### src/hdl/mpv_pkg.sv
// ----------------------------------------------------------------------------
// mpv_pkg
// types, constants and register codes of the period-to-voltage block
// ----------------------------------------------------------------------------
package mpv_pkg;

  // field widths
  localparam int CHAN_W    = 3;
  localparam int TS_W      = 32;
  localparam int VOLT_W    = 31;
  localparam int COEFF_W   = 31;
  localparam int MAXP_W    = 32;

  // defaults for the top-level parameters
  localparam int CHANNELS_DEF  = 5;
  localparam int TIME_BITS_DEF = 32;

  // configuration port
  localparam int CFG_ADDR_W = 5;
  localparam int CFG_DATA_W = 32;
  localparam int REG_IDX_W  = 3;

  // register indexes
  localparam logic [REG_IDX_W-1:0] NUM_COEFF_REGS = 3'd5;
  localparam logic [REG_IDX_W-1:0] REG_MAX_PERIOD = 3'd5;

  // reset values
  localparam logic [COEFF_W-1:0] COEFF_RESET      = 31'd7692308;
  localparam logic [MAXP_W-1:0]  MAX_PERIOD_RESET = 32'd1000000;

  typedef enum logic [2:0] {
    ST_IDLE,
    ST_CALC,
    ST_CHECK,
    ST_DIV,
    ST_DONE
  } mpv_state_t;

  typedef struct packed {
    logic               start;
    logic [COEFF_W-1:0] dividend;
    logic [MAXP_W-1:0]  divisor;
  } div_ctrl_t;

  typedef struct packed {
    logic               done;
    logic [COEFF_W-1:0] quotient;
  } div_stat_t;

endpackage

### src/hdl/mpv_if.sv
// ----------------------------------------------------------------------------
// mpv channel interfaces
// valid/ready channels for edge events and voltage results
// ----------------------------------------------------------------------------
interface mpv_in_if;
  logic                        valid;
  logic                        ready;
  logic [mpv_pkg::CHAN_W-1:0]  channel;
  logic [mpv_pkg::TS_W-1:0]    timestamp;

  modport source (output valid, output channel, output timestamp, input ready);
  modport sink   (input valid, input channel, input timestamp, output ready);
endinterface

interface mpv_out_if;
  logic                        valid;
  logic                        ready;
  logic [mpv_pkg::CHAN_W-1:0]  out_channel;
  logic [mpv_pkg::VOLT_W-1:0]  voltage;
  logic                        accepted;

  modport source (output valid, output out_channel, output voltage, output accepted,
                  input ready);
  modport sink   (input valid, input out_channel, input voltage, input accepted,
                  output ready);
endinterface

### src/hdl/multichannel_period_to_voltage.sv
// ----------------------------------------------------------------------------
// multichannel_period_to_voltage
// reciprocal frequency counter: per-channel edge period turned into a voltage
// ----------------------------------------------------------------------------
//
//  port group  dir   handshake            payload
//  in_evt      in    valid/ready          channel, timestamp
//  out_res     out   valid/ready          out_channel, voltage, accepted
//  cfg_*       in    apb, pready tied     coeff_0..4, max_period
//
//  an edge whose voltage is updated passes subtract, check, 31 divider steps,
//  write and load; a rejected edge passes subtract, check and load; one edge is
//  in work at a time, and the next edge is taken in the cycle after the load
//  the output register lets the result wait while the next edge is taken;
//  a stalled result holds only the final load
//  reset (synchronous, active low) clears channel times and voltages, and loads register defaults
//
module multichannel_period_to_voltage #(
  parameter int CHANNELS  = mpv_pkg::CHANNELS_DEF,
  parameter int TIME_BITS = mpv_pkg::TIME_BITS_DEF
) (
  input  logic                            clk,
  input  logic                            rst_n,
  mpv_in_if.sink                          in_evt,
  mpv_out_if.source                       out_res,
  input  logic                            cfg_psel,
  input  logic                            cfg_penable,
  input  logic                            cfg_pwrite,
  input  logic [mpv_pkg::CFG_ADDR_W-1:0]  cfg_paddr,
  input  logic [mpv_pkg::CFG_DATA_W-1:0]  cfg_pwdata,
  output logic [mpv_pkg::CFG_DATA_W-1:0]  cfg_prdata,
  output logic                            cfg_pready
);

  localparam int CH_IDX_W = (CHANNELS > 1) ? $clog2(CHANNELS) : 1;
  localparam int CHX_W    = (CH_IDX_W > mpv_pkg::CHAN_W) ? CH_IDX_W : mpv_pkg::CHAN_W;
  localparam int PW       = mpv_pkg::MAXP_W;

  // fsm and edge context
  mpv_pkg::mpv_state_t state_r, state_nxt;
  logic [mpv_pkg::CHAN_W-1:0]  ch_r, ch_nxt;
  logic [TIME_BITS-1:0]        ts_r, ts_nxt;
  logic [TIME_BITS-1:0]        period_r, period_nxt;
  logic                        ok_r, ok_nxt;

  // per-channel state
  logic [TIME_BITS-1:0]        last_r [CHANNELS];
  logic [mpv_pkg::VOLT_W-1:0]  held_r [CHANNELS];

  // output register
  logic                        out_valid_r, out_valid_nxt;
  logic [mpv_pkg::CHAN_W-1:0]  out_ch_r, out_ch_nxt;
  logic [mpv_pkg::VOLT_W-1:0]  out_volt_r, out_volt_nxt;
  logic                        out_acc_r, out_acc_nxt;

  logic [TIME_BITS-1:0]        ts_in;
  logic [CHX_W-1:0]            chx;
  logic [CH_IDX_W-1:0]         sel;
  logic                        in_range;
  logic [PW-1:0]               per_lo;
  logic                        per_hi;
  logic                        period_ok;
  logic                        in_xfer;
  logic                        slot_free;
  logic                        last_we;
  logic                        held_we;

  logic [mpv_pkg::COEFF_W-1:0] coeff_sel;
  logic [PW-1:0]               max_period;
  mpv_pkg::div_ctrl_t          div_ctrl;
  mpv_pkg::div_stat_t          div_stat;

  mpv_cfg #(
    .CHANNELS (CHANNELS),
    .CH_IDX_W (CH_IDX_W)
  ) u_cfg (
    .clk        (clk),
    .rst_n      (rst_n),
    .psel       (cfg_psel),
    .penable    (cfg_penable),
    .pwrite     (cfg_pwrite),
    .paddr      (cfg_paddr),
    .pwdata     (cfg_pwdata),
    .prdata     (cfg_prdata),
    .sel        (sel),
    .coeff_sel  (coeff_sel),
    .max_period (max_period)
  );

  mpv_div u_div (
    .clk   (clk),
    .rst_n (rst_n),
    .ctrl  (div_ctrl),
    .stat  (div_stat)
  );

  assign cfg_pready = 1'b1;

  // timestamp taken modulo 2^TIME_BITS, zero-extended when the counter is wider
  always_comb begin
    for (int i = 0; i < TIME_BITS; i++) begin
      ts_in[i] = (i < mpv_pkg::TS_W) ? in_evt.timestamp[i % mpv_pkg::TS_W] : 1'b0;
    end
  end

  // channel decode; an out-of-range edge touches no per-channel state
  assign chx      = CHX_W'(ch_r);
  assign in_range = (32'(ch_r) < CHANNELS);
  assign sel      = in_range ? chx[CH_IDX_W-1:0] : '0;

  // split the period into the divisor word and an overflow flag
  always_comb begin
    per_lo = '0;
    per_hi = 1'b0;
    for (int i = 0; i < TIME_BITS; i++) begin
      if (i < PW) begin
        per_lo[i % PW] = period_r[i];
      end else begin
        per_hi = per_hi | period_r[i];
      end
    end
  end

  // zero period rejected here, so the divider never sees a zero divisor
  assign period_ok = in_range && !per_hi && (per_lo != '0) && (per_lo < max_period);

  assign in_evt.ready = (state_r == mpv_pkg::ST_IDLE);
  assign in_xfer      = in_evt.valid && in_evt.ready;
  assign slot_free    = !out_valid_r || out_res.ready;

  always_comb begin
    state_nxt         = state_r;
    ch_nxt            = ch_r;
    ts_nxt            = ts_r;
    period_nxt        = period_r;
    ok_nxt            = ok_r;
    out_valid_nxt     = out_valid_r && !out_res.ready;
    out_ch_nxt        = out_ch_r;
    out_volt_nxt      = out_volt_r;
    out_acc_nxt       = out_acc_r;
    last_we           = 1'b0;
    held_we           = 1'b0;
    div_ctrl.start    = 1'b0;
    div_ctrl.dividend = coeff_sel;
    div_ctrl.divisor  = per_lo;

    unique case (state_r)
      mpv_pkg::ST_IDLE: begin
        if (in_xfer) begin
          ch_nxt    = in_evt.channel;
          ts_nxt    = ts_in;
          state_nxt = mpv_pkg::ST_CALC;
        end
      end
      mpv_pkg::ST_CALC: begin
        // period modulo 2^TIME_BITS; last edge time refreshed for every in-range channel
        period_nxt = ts_r - last_r[sel];
        last_we    = in_range;
        state_nxt  = mpv_pkg::ST_CHECK;
      end
      mpv_pkg::ST_CHECK: begin
        ok_nxt = period_ok;
        if (period_ok) begin
          div_ctrl.start = 1'b1;
          state_nxt      = mpv_pkg::ST_DIV;
        end else begin
          state_nxt = mpv_pkg::ST_DONE;
        end
      end
      mpv_pkg::ST_DIV: begin
        if (div_stat.done) begin
          held_we   = 1'b1;
          state_nxt = mpv_pkg::ST_DONE;
        end
      end
      mpv_pkg::ST_DONE: begin
        // wait for the output register to free up
        if (slot_free) begin
          out_valid_nxt = 1'b1;
          out_ch_nxt    = ch_r;
          out_volt_nxt  = in_range ? held_r[sel] : '0;
          out_acc_nxt   = ok_r;
          state_nxt     = mpv_pkg::ST_IDLE;
        end
      end
      default: state_nxt = mpv_pkg::ST_IDLE;
    endcase
  end

  always_ff @(posedge clk) begin
    if (!rst_n) begin
      state_r     <= mpv_pkg::ST_IDLE;
      out_valid_r <= 1'b0;
    end else begin
      state_r     <= state_nxt;
      out_valid_r <= out_valid_nxt;
    end
  end

  always_ff @(posedge clk) begin
    ch_r       <= ch_nxt;
    ts_r       <= ts_nxt;
    period_r   <= period_nxt;
    ok_r       <= ok_nxt;
    out_ch_r   <= out_ch_nxt;
    out_volt_r <= out_volt_nxt;
    out_acc_r  <= out_acc_nxt;
  end

  // channel state, cleared at reset
  always_ff @(posedge clk) begin
    if (!rst_n) begin
      for (int i = 0; i < CHANNELS; i++) begin
        last_r[i] <= '0;
        held_r[i] <= '0;
      end
    end else begin
      if (last_we) last_r[sel] <= ts_r;
      if (held_we) held_r[sel] <= div_stat.quotient[mpv_pkg::VOLT_W-1:0];
    end
  end

  assign out_res.valid       = out_valid_r;
  assign out_res.out_channel = out_ch_r;
  assign out_res.voltage     = out_volt_r;
  assign out_res.accepted    = out_acc_r;

endmodule

### src/hdl/mpv_cfg.sv
// ----------------------------------------------------------------------------
// mpv_cfg
// register file: channel coefficients and period limit, apb write and read
// ----------------------------------------------------------------------------
module mpv_cfg #(
  parameter int CHANNELS = mpv_pkg::CHANNELS_DEF,
  parameter int CH_IDX_W = 3
) (
  input  logic                            clk,
  input  logic                            rst_n,
  input  logic                            psel,
  input  logic                            penable,
  input  logic                            pwrite,
  input  logic [mpv_pkg::CFG_ADDR_W-1:0]  paddr,
  input  logic [mpv_pkg::CFG_DATA_W-1:0]  pwdata,
  output logic [mpv_pkg::CFG_DATA_W-1:0]  prdata,
  input  logic [CH_IDX_W-1:0]             sel,
  output logic [mpv_pkg::COEFF_W-1:0]     coeff_sel,
  output logic [mpv_pkg::MAXP_W-1:0]      max_period
);

  logic [mpv_pkg::COEFF_W-1:0]    coeff_r [CHANNELS];
  logic [mpv_pkg::MAXP_W-1:0]     max_period_r;
  logic [mpv_pkg::CFG_DATA_W-1:0] prdata_r, prdata_nxt;
  logic [mpv_pkg::REG_IDX_W-1:0]  idx;
  logic                           wr_en;
  logic                           is_coeff;

  assign idx      = paddr[mpv_pkg::CFG_ADDR_W-1:2];
  assign wr_en    = psel && penable && pwrite;
  assign is_coeff = (idx < mpv_pkg::NUM_COEFF_REGS);

  always_ff @(posedge clk) begin
    if (!rst_n) begin
      for (int i = 0; i < CHANNELS; i++) coeff_r[i] <= mpv_pkg::COEFF_RESET;
      max_period_r <= mpv_pkg::MAX_PERIOD_RESET;
    end else if (wr_en) begin
      for (int i = 0; i < CHANNELS; i++) begin
        if (is_coeff && (32'(idx) == i)) coeff_r[i] <= pwdata[mpv_pkg::COEFF_W-1:0];
      end
      if (idx == mpv_pkg::REG_MAX_PERIOD) max_period_r <= pwdata[mpv_pkg::MAXP_W-1:0];
    end
  end

  // read data captured in the setup cycle, valid through the access cycle
  always_comb begin
    prdata_nxt = prdata_r;
    if (psel && !penable) begin
      prdata_nxt = '0;
      for (int i = 0; i < CHANNELS; i++) begin
        if (is_coeff && (32'(idx) == i)) prdata_nxt = {1'b0, coeff_r[i]};
      end
      if (idx == mpv_pkg::REG_MAX_PERIOD) prdata_nxt = max_period_r;
    end
  end

  always_ff @(posedge clk) begin
    if (!rst_n) begin
      prdata_r <= '0;
    end else begin
      prdata_r <= prdata_nxt;
    end
  end

  assign prdata     = prdata_r;
  assign coeff_sel  = coeff_r[sel];
  assign max_period = max_period_r;

endmodule

### src/hdl/mpv_div.sv
// ----------------------------------------------------------------------------
// mpv_div
// bit-serial restoring divider, one quotient bit per cycle
// ----------------------------------------------------------------------------
module mpv_div (
  input  logic               clk,
  input  logic               rst_n,
  input  mpv_pkg::div_ctrl_t ctrl,
  output mpv_pkg::div_stat_t stat
);

  localparam int QW    = mpv_pkg::COEFF_W;
  localparam int DW    = mpv_pkg::MAXP_W;
  localparam int CNT_W = $clog2(QW);

  logic [QW-1:0]    q_r, q_nxt;
  logic [DW-1:0]    rem_r, rem_nxt;
  logic [DW-1:0]    dvs_r, dvs_nxt;
  logic [CNT_W-1:0] cnt_r, cnt_nxt;
  logic             busy_r, busy_nxt;
  logic             done_r, done_nxt;
  logic [DW:0]      shifted;
  logic [DW+1:0]    diff;

  // partial remainder shifted left with the next dividend bit
  assign shifted = {rem_r, q_r[QW-1]};
  assign diff    = {1'b0, shifted} - {2'b00, dvs_r};

  always_comb begin
    q_nxt    = q_r;
    rem_nxt  = rem_r;
    dvs_nxt  = dvs_r;
    cnt_nxt  = cnt_r;
    busy_nxt = busy_r;
    done_nxt = 1'b0;
    if (ctrl.start) begin
      q_nxt    = ctrl.dividend;
      rem_nxt  = '0;
      dvs_nxt  = ctrl.divisor;
      cnt_nxt  = CNT_W'(QW - 1);
      busy_nxt = 1'b1;
    end else if (busy_r) begin
      if (diff[DW+1]) begin
        rem_nxt = shifted[DW-1:0];
      end else begin
        rem_nxt = diff[DW-1:0];
      end
      q_nxt = {q_r[QW-2:0], ~diff[DW+1]};
      if (cnt_r == '0) begin
        busy_nxt = 1'b0;
        done_nxt = 1'b1;
      end else begin
        cnt_nxt = cnt_r - 1'b1;
      end
    end
  end

  always_ff @(posedge clk) begin
    if (!rst_n) begin
      busy_r <= 1'b0;
      done_r <= 1'b0;
      cnt_r  <= '0;
    end else begin
      busy_r <= busy_nxt;
      done_r <= done_nxt;
      cnt_r  <= cnt_nxt;
    end
  end

  always_ff @(posedge clk) begin
    q_r   <= q_nxt;
    rem_r <= rem_nxt;
    dvs_r <= dvs_nxt;
  end

  assign stat.done     = done_r;
  assign stat.quotient = q_r;

endmodule

### src/flat_wrapper.sv
// flat-port wrapper written by rule: the top's interface ports become plain ports
module multichannel_period_to_voltage_flat 
#(
  parameter int CHANNELS  = mpv_pkg::CHANNELS_DEF,
  parameter int TIME_BITS = mpv_pkg::TIME_BITS_DEF
)
  (clk, rst_n, cfg_psel, cfg_penable, cfg_pwrite, cfg_paddr, cfg_pwdata, cfg_prdata, cfg_pready, in_evt_valid, in_evt_channel, in_evt_timestamp, in_evt_ready, out_res_valid, out_res_out_channel, out_res_voltage, out_res_accepted, out_res_ready);
  mpv_in_if in_evt_i ();
  mpv_out_if out_res_i ();
  input  logic clk;
  input  logic rst_n;
  input  logic cfg_psel;
  input  logic cfg_penable;
  input  logic cfg_pwrite;
  input  logic [mpv_pkg::CFG_ADDR_W-1:0] cfg_paddr;
  input  logic [mpv_pkg::CFG_DATA_W-1:0] cfg_pwdata;
  output logic [mpv_pkg::CFG_DATA_W-1:0] cfg_prdata;
  output logic cfg_pready;
  input wire logic [$bits(in_evt_i.valid)-1:0] in_evt_valid;
  input wire logic [$bits(in_evt_i.channel)-1:0] in_evt_channel;
  input wire logic [$bits(in_evt_i.timestamp)-1:0] in_evt_timestamp;
  output wire logic [$bits(in_evt_i.ready)-1:0] in_evt_ready;
  output wire logic [$bits(out_res_i.valid)-1:0] out_res_valid;
  output wire logic [$bits(out_res_i.out_channel)-1:0] out_res_out_channel;
  output wire logic [$bits(out_res_i.voltage)-1:0] out_res_voltage;
  output wire logic [$bits(out_res_i.accepted)-1:0] out_res_accepted;
  input wire logic [$bits(out_res_i.ready)-1:0] out_res_ready;
  assign in_evt_i.valid = in_evt_valid;
  assign in_evt_i.channel = in_evt_channel;
  assign in_evt_i.timestamp = in_evt_timestamp;
  assign in_evt_ready = in_evt_i.ready;
  assign out_res_valid = out_res_i.valid;
  assign out_res_out_channel = out_res_i.out_channel;
  assign out_res_voltage = out_res_i.voltage;
  assign out_res_accepted = out_res_i.accepted;
  assign out_res_i.ready = out_res_ready;
  multichannel_period_to_voltage #(.CHANNELS(CHANNELS), .TIME_BITS(TIME_BITS)) u_core (.clk(clk), .rst_n(rst_n), .in_evt(in_evt_i), .out_res(out_res_i), .cfg_psel(cfg_psel), .cfg_penable(cfg_penable), .cfg_pwrite(cfg_pwrite), .cfg_paddr(cfg_paddr), .cfg_pwdata(cfg_pwdata), .cfg_prdata(cfg_prdata), .cfg_pready(cfg_pready));
endmodule
### config.mk
export PLATFORM = sky130hd
export DESIGN_NAME = multichannel_period_to_voltage_flat
export DESIGN_NICKNAME = d
export VERILOG_FILES = /design/src/hdl/mpv_pkg.sv /design/src/hdl/mpv_if.sv /design/src/hdl/multichannel_period_to_voltage.sv /design/src/hdl/mpv_cfg.sv /design/src/hdl/mpv_div.sv /design/src/flat_wrapper.sv
export SDC_FILE = /design/constraint.sdc
export NUM_CORES = 1
export LEC_CHECK = 0
export BUFFER_PORTS_ARGS = -buffer_cell sky130_fd_sc_hd__buf_2
export CELL_PAD_IN_SITES_DETAIL_PLACEMENT = 1
export CELL_PAD_IN_SITES_GLOBAL_PLACEMENT = 1
export CORE_MARGIN = 2
export CORE_UTILIZATION = 56
export CTS_BUF_LIST = sky130_fd_sc_hd__clkbuf_4
export CTS_CLUSTER_SIZE = 25
export DETAILED_ROUTE_END_ITERATION = 8
export HOLD_SLACK_MARGIN = 0.1
export PLACE_DENSITY_LB_ADDON = 0.1
export SYNTH_ARGS = -nofsm -noshare
export SYNTH_HDL_FRONTEND = slang
export SYNTH_SLANG_ARGS = --single-unit
### constraint.sdc
create_clock -name clk -period 14.3 [get_ports clk]
set_clock_uncertainty 0.2 [all_clocks]
set_input_delay 2.145 -clock clk [delete_from_list [all_inputs] [get_ports clk]]
set_output_delay 2.145 -clock clk [all_outputs]
set_load 0.01 [all_outputs]
Yosys cells after proc, flatten, opt, wreduce, memory -nomap -nowiden
Memory sizes are Yosys's and may differ from the RTL's. A register that Yosys moved wholly into a read port is not among the register bits.
Index checks and enable logic that the tools add are counted.
Storage, ports and cells
  bits in registers: 242
  bits in writable memories: 470
  bits of input ports: 79
  output and inout bits: 70
  word-level logic and storage cells: 147
  memories: 3
Memories
  u_core.last_r: depth 5, width 32, rd ports 1, clocked after Yosys merged registers in 0, write ports 5, RTL line multichannel_period_to_voltage.sv:47  | logic [TIME_BITS-1:0] last_r [CHANNELS];
  u_core.held_r: depth 5, width 31, rd ports 1, clocked after Yosys merged registers in 1, write ports 5, RTL line multichannel_period_to_voltage.sv:48  | logic [mpv_pkg::VOLT_W-1:0] held_r [CHANNELS];
  u_core.u_cfg.coeff_r: depth 5, width 31, rd ports 6, clocked after Yosys merged registers in 0, write ports 5, RTL line mpv_cfg.sv:22  | logic [mpv_pkg::COEFF_W-1:0] coeff_r [CHANNELS];
Operators by class
  $add $sub $neg: 3
  order comparisons: 3
  equality and inequality tests: 13
  multiplexer cells: 67
  bitwise operators: 9
  reductions and logical operators: 32
Operators with widths (number)
  $mux 31: 9
  $mux 32: 7
  $mux 1: 40
  $sub 33x32->34: 1
  $lt 32x32->1: 1
  $reduce_bool 32->1: 1
  $reduce_or 32->1: 1
  $sub 32x32->32: 1
  $reduce_or 31->1: 1
  $mux 3: 7
  $mux 5: 3
  $pmux 3 s5: 1
  $eq 3x2->1 const B: 4
  $logic_and 1x1->1: 12
  $reduce_and 2->1: 5
  $eq 3x3->1 const B: 3
  $eq 3x1->1 const B: 2
  $logic_not 3->1: 2
  $lt 3x3->1 const B: 2
  $logic_not 5->1: 1
  $or 1x1->1: 5
  $sub 5x1->5 const B: 1
  $logic_not 1->1: 4
  $ne 2x1->1 const B: 2
  other kinds (7): 11

Depth between registers and ports, before layout
  word-level depth: 8
  gate-level depth with buffers: 18
  mapped depth without buffers: 16

Modules after synthesis
A second synthesis with hierarchy kept.
Second synthesis, totals
  cell total of the unflattened synthesis: 2836
  area, all modules: 35669.2 um2
By module, submodules not included
  multichannel_period_to_voltage: times used 1, cells an instance 1574, area an instance 19999.2 um2, seq. area each 12632.1 um2
  mpv_cfg: times used 1, cells an instance 682, area an instance 9858.2 um2, seq. area each 5935.7 um2
  mpv_div: times used 1, cells an instance 580, area an instance 5811.8 um2, seq. area each 2672.6 um2

Least setup slack after synthesis
Ideal clock, no wire load.
  path kind: input-to-reg
  from: input port cfg_paddr[2] (netlist name)
  to: memory u_core.u_cfg.coeff_r[0][0] (netlist name) (enable)
  setup time: 0.506 ns
  data arrival time: 6.082 ns
  data required time: 13.594 ns
  path slack: 7.512 ns
  cell stages on the path: 4
  path buffers: 3
  cell sequence: buf_2 clkbuf_1 buf_2 o41ai_1
RTL lines
  start: declaration: RTL line flat_wrapper.sv:15  | input logic [mpv_pkg::CFG_ADDR_W-1:0] cfg_paddr;
  end: declaration: RTL line mpv_cfg.sv:22

Worst setup path in the final report
  from: register u_core.ch_r[0] (netlist name)
  to: register u_core.period_r[30], in the netlist u_core.per_lo[30] (data pin)
Between the ends
  longest elaborated chain between the ends: 4
Ends and longest elaborated chain
  start: declaration: RTL line multichannel_period_to_voltage.sv:41  | logic [mpv_pkg::CHAN_W-1:0] ch_r, ch_nxt;
  start signal: assignment: RTL line multichannel_period_to_voltage.sv:201  | ch_r <= ch_nxt;
  $lt 3x3->1: RTL line multichannel_period_to_voltage.sv:108  | assign in_range = (32'(ch_r) < CHANNELS);
  $mux 3 *: RTL line multichannel_period_to_voltage.sv:109  | assign sel = in_range ? chx[CH_IDX_W-1:0] : '0;
  $mem_v2 5x32 *
  $sub 32x32->32 *: RTL line multichannel_period_to_voltage.sv:157  | period_nxt = ts_r - last_r[sel];
  end signal: assignment: RTL line multichannel_period_to_voltage.sv:203  | period_r <= period_nxt;
  end: declaration: RTL line multichannel_period_to_voltage.sv:43  | logic [TIME_BITS-1:0] period_r, period_nxt;
Every way passes the cells marked *; elsewhere a longest branch is shown, timed or not.
A chain may end at the register's enable or synchronous reset.

==> summary.txt <==
outcome -> completed
clock sinks -> 743
fin area -> 39600 um^2
Post-synth EDFFs -> 636
die area -> 65300 um^2
Sw Pwr -> 0.00169 W
CP Launch Type -> flop
placed cell area -> 37100 um^2
number of global-route vias before repair -> 27100
cell area after synthesis -> 35400 um^2
power per cell area -> 142 nW/um^2
DRC Markers -> 0
unique cell type count in the Yosys netlist -> 85
top_reg_cell synth -> edfxtp_1
grt met2 use -> 0.533
final worst-path cycle share -> 0.426
clock-pin slew on the worst setup and hold paths -> 0.07 ns
area delta synth->final -> 11.9%
antenna violations before repair -> 7
Hold WC Path Type -> reg -> reg
crit-path max cell delay -> 0.80 ns
max-cap violations -> 0
IO Pins -> 149
worst path cell trace -> buf_4, buf_12, nor2_4, buf_4, a21oi_1, buf_4, a31oi_1, ha_1, inv_1, fa_1, a21oi_1, o211ai_1, a2111oi_4, nor2b_1, a221o_1, a31oi_4, o21ba_2, o21ai_0, xor2_1
worst reg-to-reg setup slack -> 8.21 ns
die height -> 256 um
sw frac -> 0.300
H-tree depth -> 4
hpwl dp -> 64800 um
CTS Hold Bufs -> 0
Avg Synthesized Cell Area -> 12.5 um^2
worst-path maximum fanout -> 70
Peak VDD IR -> 0.0824 mV
largest net degree at the start of global routing -> 97
Detailed Route Iter0 Violations -> 2090
clock tree root buffer cell -> clkbuf_4
vias per std cell -> 6.10
RD Place Congestion -> 0.856
kind of critical path -> reg -> reg
fmax -> 164 MHz
Yosys warning total -> 0
Setup Viol. Count Final -> 0
Synth top area share -> 0.539
critical path capture point type -> flop
setup bufs post-CTS -> 0
Reg2Reg Launch Point -> u_core.ch_r[0]$_DFFE_PP_
slew margin rel. -> 0.218
clock share of power -> 0.336
first-pass GRT wire length -> 158000 um
Hold Path Sink -> u_core.u_cfg.prdata[31]$_SDFFE_PN0P_
Port Buf Inserts -> 145
Total Routing Usage GR -> 0.318
most common cell in the synthesized netlist -> edfxtp_1
CP required -> 14.89 ns
Final TNS setup -> 0 ns
starting density of the core -> 0.564
met3 global-route usage -> 0.0650
Mapped Cells -> 2841
synth cell count leaders -> 636 x edfxtp_1, 335 x and2_1, 266 x nand2_1
Int Power -> 0.00394 W
gr ovfl total -> 0
Crit. Startpoint -> u_core.ch_r[0]$_DFFE_PP_
RSZ-0062 raised after global routing -> false
Lkg Pwr -> 15.2 nW
num rows -> 92
DRT Pass-1 Iters -> 5
CTS tree -> yes
CP Data Arrival Time -> 6.68 ns
sequential area share after synthesis -> 0.600
post-CTS resize count -> 0
GRT Max-Usage Layer -> met2
number of nets in the layout -> 3242
Seq pwr share -> 0.467
FF-to-FF End -> u_core.per_lo[30]$_DFFE_PP_
GR Util met1 -> 0.404
Synth area leaders -> edfxtp_1 54%, dfxtp_1 6.0%, and2_1 5.9%
CP max-delay cell -> buf_4
Seq cells post-synth -> 743
clk_lat worst skew -> 1.08 ns
WHS Path Cells -> 2
CTS buffer count -> 192
final slew viol count -> 0
core footprint -> 62900 um^2
Hold Vio Cnt, Final -> 0
routed via count -> 24900
Die Wd -> 256 um
share of layout cells above drive strength 1 -> 0.222
async set or reset register ratio after synthesis -> 0
crit path time final -> 6.09 ns
Gate power share -> 0.197
Filler cells -> 6392
Slew @ Worst Pin -> 1.17 ns
Net Count, Synth -> 3017
DR WL/cell -> 25.3 um
Most common cell on crit path -> buf_4
leading area contributor after synthesis -> edfxtp_1
origin of the worst min-delay path -> u_core.u_cfg.prdata[31]$_SDFFE_PN0P_
Antenna Violating Nets Remaining -> 0
total wire length -> 103000 um
Bufs on Longest Clock Path -> 3
worst r2r path cells -> 19
cells by family after synthesis:
| group | Yosys count | share of synthesized area |
|---|---|---|
| AND/OR/NAND/NOR | 915 | 0.133 |
| flip-flops | 743 | 0.600 |
| AO/OA/AOI/OAI | 548 | 0.0983 |
| buffers and inverters | 294 | 0.0330 |
| multiplexers | 189 | 0.0879 |
| adder cells (fa/ha/maj) | 97 | 0.0347 |
| XOR/XNOR | 54 | 0.0134 |
| other | 1 | 0.000106 |
cell type report:
cell class,instances,area (um^2),area share
timing repair buffer,202,1170,0.0295
sequential,743,21200,0.536
inverter,123,462,0.0116
clock inverter,45,244,0.00615
multi-input combinational,1804,13200,0.332
tap,846,1060,0.0267
clock buffer,306,2300,0.0579
antenna,8,20.0,0.000505
registers in the layout, summed over array words and instances (netlist names):
signal                      flops
u_core.last_r                 160
u_core.held_r                 155
u_core.u_cfg.coeff_r          155
u_core.per_lo                  32
u_core.ts_r                    32
u_core.u_cfg.max_period        32
u_core.u_cfg.prdata            32
u_core.u_div.dvs_r             32
u_core.u_div.rem_r             32
u_core.out_res.voltage         31
u_core.u_div.q_r               31
u_core.u_div.cnt_r              5
u_core.ch_r                     3
u_core.out_res.out_channel      3
u_core.state_r                  3
u_core.ok_r                     1
u_core.out_res.accepted         1
u_core.out_res.valid            1
u_core.u_div.busy_r             1
u_core.u_div.done_r             1
metrics by stage:
step	hold WS, ns	power (W)	utilization	std cells	setup slack, ns
2_1_floorplan	0.200	0.00344	-	2841	7.51
6_report	0.270	0.00562	0.631	4077	8.21
3_5_place_dp	0.263	0.00376	0.590	3718	8.30
5_1_grt	0.299	0.00590	0.631	4077	7.99
3_3_place_gp	0.241	0.00369	0.590	3718	8.42
4_1_cts	0.277	0.00565	0.630	4069	8.26
layout by cell type (no fill, tap or decap), types with 11 or more instances in the layout:
cell,instances
a211oi_1,40
and2_1,334
mux4_2,93
ha_1,95
nor2b_1,12
a22oi_1,32
xor2_1,18
dfxtp_1,107
nor4_1,16
o211ai_1,13
edfxtp_1,636
buf_2,144
a21oi_1,149
a21o_1,41
nand2_1,265
inv_1,120
buf_4,57
mux2_2,46
mux2i_1,50
nor3_1,18
nor2_1,93
o221ai_1,13
nand3_1,86
clkinv_1,32
xnor2_1,36
nand2b_1,15
o21ai_0,168
nand4_1,14
a31oi_1,11
clkbuf_4,306
or3_1,14
power by group through the flow:
stage / logic (W) / registers (W) / clock network [W]
2_1_floorplan: 0.000822 / 0.00262 / 0
3_3_place_gp: 0.00104 / 0.00265 / 0
3_5_place_dp: 0.00109 / 0.00267 / 0
4_1_cts: 0.00110 / 0.00262 / 0.00193
5_1_grt: 0.00122 / 0.00264 / 0.00204
6_report: 0.00111 / 0.00263 / 0.00189
critical path: cells and delay by family, from the launching register on:
family / cells / cell delay, ns
AOI/OAI and AO/OA: 9 / 2.20
xor gates and xnor gates: 1 / 0.16
adders and majority gates: 2 / 0.65
buffers and inverters: 5 / 1.81
DFF: 1 / 0.37
and+or+nand+nor: 2 / 0.35
layer usage:
layer / wire length [um] / part of all wire
met4: 3550 / 0.034
met5: 0 / 0
met3: 7660 / 0.074
met1: 41100 / 0.40
met2: 50900 / 0.49
worst max path at each step:
stage	end	slack [ns]	cells after the start
2_1_floorplan	u_core.u_cfg.coeff_r[0][0]$_DFFE_PP_	7.51	4
3_3_place_gp	u_core.per_lo[30]$_DFFE_PP_	8.42	19
3_5_place_dp	u_core.last_r[2][29]$_SDFFCE_PN0P_	8.30	7
4_1_cts	u_core.per_lo[30]$_DFFE_PP_	8.26	19
5_1_grt	u_core.per_lo[30]$_DFFE_PP_	7.99	19
6_report	u_core.per_lo[30]$_DFFE_PP_	8.21	19
Power figures use the tool's default switching activity.
